### src/rtl/raycast_column_projection_macros.svh
// Assertion helpers shared by the RTL; every user has clk and rst_n in scope.
`ifndef RAYCAST_COLUMN_PROJECTION_MACROS_SVH
`define RAYCAST_COLUMN_PROJECTION_MACROS_SVH

// Check that cons holds in any cycle where ante holds.
`define RCP_ASSERT_IMPLIES(lbl, ante, cons, msg) \
  lbl: assert property (@(posedge clk) disable iff (!rst_n) (ante) |-> (cons)) \
    else $error(msg);

// Check that cons holds in the cycle after ante.
`define RCP_ASSERT_NEXT(lbl, ante, cons, msg) \
  lbl: assert property (@(posedge clk) disable iff (!rst_n) (ante) |=> (cons)) \
    else $error(msg);

`endif

### src/rtl/rcp_pkg.sv
package rcp_pkg;

  localparam int WH_W     = 12;
  localparam int DIST_W   = 32;
  localparam int FRACIN_W = 16;
  localparam int TEX_W    = 13;
  localparam int SLICE_W  = 18;
  localparam int ROW_W    = 12;
  localparam int COL_W    = 12;
  localparam int STEP_W   = 29;
  localparam int START_W  = 28;
  localparam int TPROD_W  = TEX_W + FRACIN_W;

  localparam logic [WH_W-1:0]    WH_RESET  = 12'd480;
  localparam logic [COL_W-1:0]   COL_MAX   = '1;
  localparam logic [STEP_W-1:0]  STEP_MAX  = '1;
  localparam logic [START_W-1:0] START_MAX = '1;

  // Pipeline control for the divider stages: word valid and global advance.
  typedef struct packed {
    logic vld;
    logic adv;
  } pipe_ctl_t;

endpackage

### src/rtl/rcp_div_pipe.sv
module rcp_div_pipe #(
  parameter int NUM_W = 28,
  parameter int DEN_W = 32,
  parameter int SB_W  = 1
) (
  input  logic                 clk,
  input  logic                 rst_n,
  input  rcp_pkg::pipe_ctl_t   ctl,
  input  logic [NUM_W-1:0]     num,
  input  logic [DEN_W-1:0]     den,
  input  logic [SB_W-1:0]      sb_in,
  output logic                 vld_out,
  output logic [NUM_W-1:0]     quo,
  output logic [SB_W-1:0]      sb_out
);

  // One restoring quotient bit per stage, MSB first.
  logic             vld_r  [NUM_W];
  logic [DEN_W-1:0] rem_r  [NUM_W];
  logic [NUM_W-1:0] nq_r   [NUM_W];
  logic [DEN_W-1:0] den_r  [NUM_W];
  logic [SB_W-1:0]  sb_r   [NUM_W];

  logic             src_vld [NUM_W];
  logic [DEN_W-1:0] src_rem [NUM_W];
  logic [NUM_W-1:0] src_nq  [NUM_W];
  logic [DEN_W-1:0] src_den [NUM_W];
  logic [SB_W-1:0]  src_sb  [NUM_W];

  logic [DEN_W-1:0] rem_nxt [NUM_W];
  logic [NUM_W-1:0] nq_nxt  [NUM_W];

  always_comb begin
    src_vld[0] = ctl.vld;
    src_rem[0] = '0;
    src_nq[0]  = num;
    src_den[0] = den;
    src_sb[0]  = sb_in;
    for (int k = 1; k < NUM_W; k++) begin
      src_vld[k] = vld_r[k-1];
      src_rem[k] = rem_r[k-1];
      src_nq[k]  = nq_r[k-1];
      src_den[k] = den_r[k-1];
      src_sb[k]  = sb_r[k-1];
    end
  end

  always_comb begin
    logic [DEN_W:0]   part;
    logic [DEN_W+1:0] diff;
    logic             ge;
    for (int k = 0; k < NUM_W; k++) begin
      part       = {src_rem[k], src_nq[k][NUM_W-1]};
      diff       = {1'b0, part} - {2'b00, src_den[k]};
      ge         = !diff[DEN_W+1];
      rem_nxt[k] = ge ? diff[DEN_W-1:0] : part[DEN_W-1:0];
      nq_nxt[k]  = {src_nq[k][NUM_W-2:0], ge};
    end
  end

  always_ff @(posedge clk) begin
    if (!rst_n) begin
      for (int k = 0; k < NUM_W; k++) vld_r[k] <= 1'b0;
    end else if (ctl.adv) begin
      for (int k = 0; k < NUM_W; k++) vld_r[k] <= src_vld[k];
    end
  end

  always_ff @(posedge clk) begin
    if (ctl.adv) begin
      for (int k = 0; k < NUM_W; k++) begin
        rem_r[k] <= rem_nxt[k];
        nq_r[k]  <= nq_nxt[k];
        den_r[k] <= src_den[k];
        sb_r[k]  <= src_sb[k];
      end
    end
  end

  assign vld_out = vld_r[NUM_W-1];
  assign quo     = nq_r[NUM_W-1];
  assign sb_out  = sb_r[NUM_W-1];

endmodule

### config.mk
export PLATFORM = sky130hd
export DESIGN_NAME = rcp_div_pipe
export DESIGN_NICKNAME = d
export VERILOG_FILES = /design/src/rtl/raycast_column_projection_macros.svh /design/src/rtl/rcp_pkg.sv /design/src/rtl/rcp_div_pipe.sv
export SDC_FILE = /design/constraint.sdc
export NUM_CORES = 2
export LEC_CHECK = 0
export BUFFER_PORTS_ARGS = -buffer_cell sky130_fd_sc_hd__clkbuf_2
export CAP_MARGIN = 20
export CORE_MARGIN = 1
export CORE_UTILIZATION = 45
export DETAILED_ROUTE_END_ITERATION = 12
export GPL_TIMING_DRIVEN = 0
export PLACE_DENSITY = 0.62
export SYNTH_ARGS = -nofsm -noshare
export SYNTH_HDL_FRONTEND = slang
export SYNTH_SLANG_ARGS = --single-unit
### constraint.sdc
create_clock -name clk -period 3.5 [get_ports clk]
set_clock_uncertainty 0.05 [all_clocks]
set_input_delay 0 -clock clk [delete_from_list [all_inputs] [get_ports clk]]
set_output_delay 0 -clock clk [all_outputs]
set_load 0.05 [all_outputs]
==> results.ini <==
[critical_path]
critical_path.reg2reg.startpoint=nq_r[1][55]
critical_path.reg2reg.endpoint=rem_r[1][94]
crit_path_category=reg -> reg
r2r_setup_slack_ps=-430
crit_path_max_fanout=3
critPathRequiredTime_ps=4080
crit_path_end_kind=flop
critical_path_arrival_ps=4510
ff2ff_path_depth=14
start_kind=flop

[detailed_routing]
dr.pass1.iters=6
postRouteAntennaNets=0
drt_iter0_drc=7005
wirelength_um=311000
dr_total_vias=85600
via_cell_ratio=5.47
detail_route.wl_per_cell_um=19.8
drt_drc_violations_left=0

[synthesis]
proportion_of_netlist_area_held_by_the_largest_area_contributor=0.589
post_synth_instance_area_um2=131000
synth_top_cell_by_area=sky130_fd_sc_hd__edfxtp_1
synth_edf_count=2567
synth-warning-count=0
postSynthCellCount=10700
synth_area_per_cell_um2=12.2
synth.ff_latch_count=2568
async_flop_share=0
synth_flop_cell=sky130_fd_sc_hd__edfxtp_1
netlist_cell_types=101
synth.yosys.seq_area_share=0.589
synth.area.top_cells=sky130_fd_sc_hd__edfxtp_1 (59%), sky130_fd_sc_hd__ha_1 (8.3%), sky130_fd_sc_hd__a21oi_1 (3.1%), sky130_fd_sc_hd__inv_1 (3.1%), sky130_fd_sc_hd__xnor2_1 (2.8%)

[timing]
timing.fmax_mhz=255
period_needed_ps=3930
fin_crit_sh=1.12
rsz0062_at_grt=yes
timing.final.hold_violations=0
least_margin_pin_slew_ps=931
finalMaxSlewViolations=0
slew_headroom=0.377
setup_ws_ps=-425
final-setup-viol-count=242

[cts]
clock_path_buffers=4
cts_tree=built
clkSlewWorstSetupHoldPaths_ps=50
numClockSinks=2568
worstSkewPairLatency_ps=910
cts-buffers-inserted=296
cts-htree-levels=5
cts-root-buf=sky130_fd_sc_hd__clkbuf_16

[cells_and_area]
layout_common_cells=sky130_fd_sc_hd__edfxtp_1 (2,567), sky130_fd_sc_hd__inv_1 (1,052), sky130_fd_sc_hd__ha_1 (807), sky130_fd_sc_hd__nand2_1 (728), sky130_fd_sc_hd__a21oi_1 (722)
layout.nets=12500
instances_no_fill=15700
mostFrequentLayoutCell=sky130_fd_sc_hd__edfxtp_1
areaGrowthSynthToFinish_pct=18.1
fin_util=0.535
share_of_final_layout_standard_cells_stronger_than_drive_strength_1=0.153
final.fill_count=24300

[grt]
grt_first_pass_wirelength_um=481000
grt_pass1_vias=84800
grt_antenna_before_repair=11
grt_start_max_net_pins=126
grt_overflow_total=0
global_route_usage_over_all_layers=0.207

[hold_path]
min_path_type=in -> reg
worst_hold_path.endpoint=rem_r[0][3]
min_delay_path_depth=4
hold_path.startpoint=den[31]

[floorplan]
ioPinCount=95
die_h_um=541
die_area_um2=293000
core.rowCount=197
initial_utilization=0.453
floorplan.core_area_um2=289000
die_x_um=541

[placement]
placedCellCount=14700
port_buffers=93
globalplace.congestion=0.949
hpwlAfterDp_um=221000

[status]
violated_checks=setup timing
outcome=complete, but fails checks

[flow_run]
max_cap_viol_count=0

[power]
ir_worst_vdd_v=0.000448
cellPowerDensity_nw_per_um2=949
power_w=0.147
power.leakage_nw=61.8

-- worst max-delay path by stage --
stage / from / end / slack [ps] / cells after the start
2_1_floorplan: nq_r[0][139] / rem_r[0][190] / 30 / 14
4_1_cts: nq_r[1][55] / rem_r[1][94] / -440 / 14
3_3_place_gp: ctl[0] / den_r[0][417] / -42030 / 1
3_5_place_dp: den_r[1][161] / rem_r[1][219] / -1260 / 13
6_report: nq_r[1][55] / rem_r[1][94] / -430 / 14
5_1_grt: nq_r[1][55] / rem_r[1][94] / -480 / 14
-- metrics by stage --
| stage | setup slack [ps] | TNS, ps | hold WS (ps) | area (um2) |
|---|---|---|---|---|
| floorplan | 34.7 | 0 | 48.9 | 131000 |
| global placement | -42030 | - | 130 | 136000 |
| detailed placement | -1260 | -652040 | 130 | 137000 |
| CTS | -444 | -18630 | 43.0 | 154000 |
| global route | -482 | -84250 | 108 | 154000 |
| finish | -425 | -15710 | 104 | 154000 |
-- sequential cells by signal, summed over array words and instances (netlist names) --
register,cells
sb_r,28
vld_r,28
den_r,864
nq_r,784
rem_r,864
-- cell usage after synthesis, types with 108 or more instances --
cell,number
sky130_fd_sc_hd__o21ai_0,686
sky130_fd_sc_hd__nand2_1,731
sky130_fd_sc_hd__nand3_1,141
sky130_fd_sc_hd__nor2_1,552
sky130_fd_sc_hd__xor2_1,276
sky130_fd_sc_hd__o21bai_1,108
sky130_fd_sc_hd__a21oi_1,808
sky130_fd_sc_hd__clkbuf_1,191
sky130_fd_sc_hd__xnor2_1,415
sky130_fd_sc_hd__mux2_2,284
sky130_fd_sc_hd__a21o_1,436
sky130_fd_sc_hd__ha_1,865
sky130_fd_sc_hd__inv_1,1077
sky130_fd_sc_hd__edfxtp_1,2567
-- cells by family (layout without fill, tap and decap cells) --
| logic type | count (synthesis) | after routing | synth area share |
|---|---|---|---|
| flops | 2568 | 2568 | 0.589 |
| xor+xnor | 691 | 691 | 0.0463 |
| buf+inv | 1360 | 2406 | 0.0407 |
| simple gates | 2096 | 2096 | 0.0747 |
| other cells | 1 | 20 | 0.0000287 |
| fa+ha+maj | 891 | 891 | 0.0867 |
| mux | 326 | 326 | 0.0278 |
| compound gates | 2779 | 2779 | 0.134 |
-- where the power goes --
group	leakage (nW)	internal [W]	total (W)	switching [W]
Sequential	25.1	0.0442	0.0483	0.00416
Combinational	32.1	0.0305	0.0680	0.0375
Clock	4.60	0.0175	0.0303	0.0128
-- cell type report --
cell class,count,area [um2],share of cell area
Sequential cell,2568,77100,0.499
Multi-Input combinational cell,6798,51900,0.336
Clock buffer,356,7720,0.0500
Timing Repair Buffer,535,5140,0.0333
Tap cell,3880,4850,0.0314
Inverter,1077,4050,0.0262
Buffer,263,1930,0.0125
Clock inverter,175,1730,0.0112
Antenna cell,5,12.5,0.0000810
-- critical path, stage by stage, from the launching register on --
cell	delay [ps]
sky130_fd_sc_hd__edfxtp_1	580
sky130_fd_sc_hd__inv_2	170
sky130_fd_sc_hd__ha_4	160
sky130_fd_sc_hd__inv_2	40
sky130_fd_sc_hd__fa_2	370
sky130_fd_sc_hd__a211oi_4	310
sky130_fd_sc_hd__nor4_2	70
sky130_fd_sc_hd__or4_4	460
sky130_fd_sc_hd__a221o_1	380
sky130_fd_sc_hd__a21oi_4	200
sky130_fd_sc_hd__a31o_4	220
sky130_fd_sc_hd__or2_4	140
sky130_fd_sc_hd__a31oi_4	80
sky130_fd_sc_hd__xor2_1	150
sky130_fd_sc_hd__mux2_4	260
-- per-layer routing --
layer	part of all wire	track usage	up-vias	wire length (um)
met3	0.043	0.0243	480	13300
met5	0	0	-	0
li1	-	-	41200	-
met4	0.025	0.0578	0	7830
met2	0.47	0.341	1923	146000
met1	0.46	0.289	42000	143000
-- timing repair --
item	in CTS	in global routing
endpoints found under the hold margin	446	0
hold buffers	128	0
gates cloned	19	1
buffers inserted	226	49
endpoints found under the setup margin	851	800
gates resized for setup	895	114
pin swaps	221	70
Power figures use the tool's default switching activity.
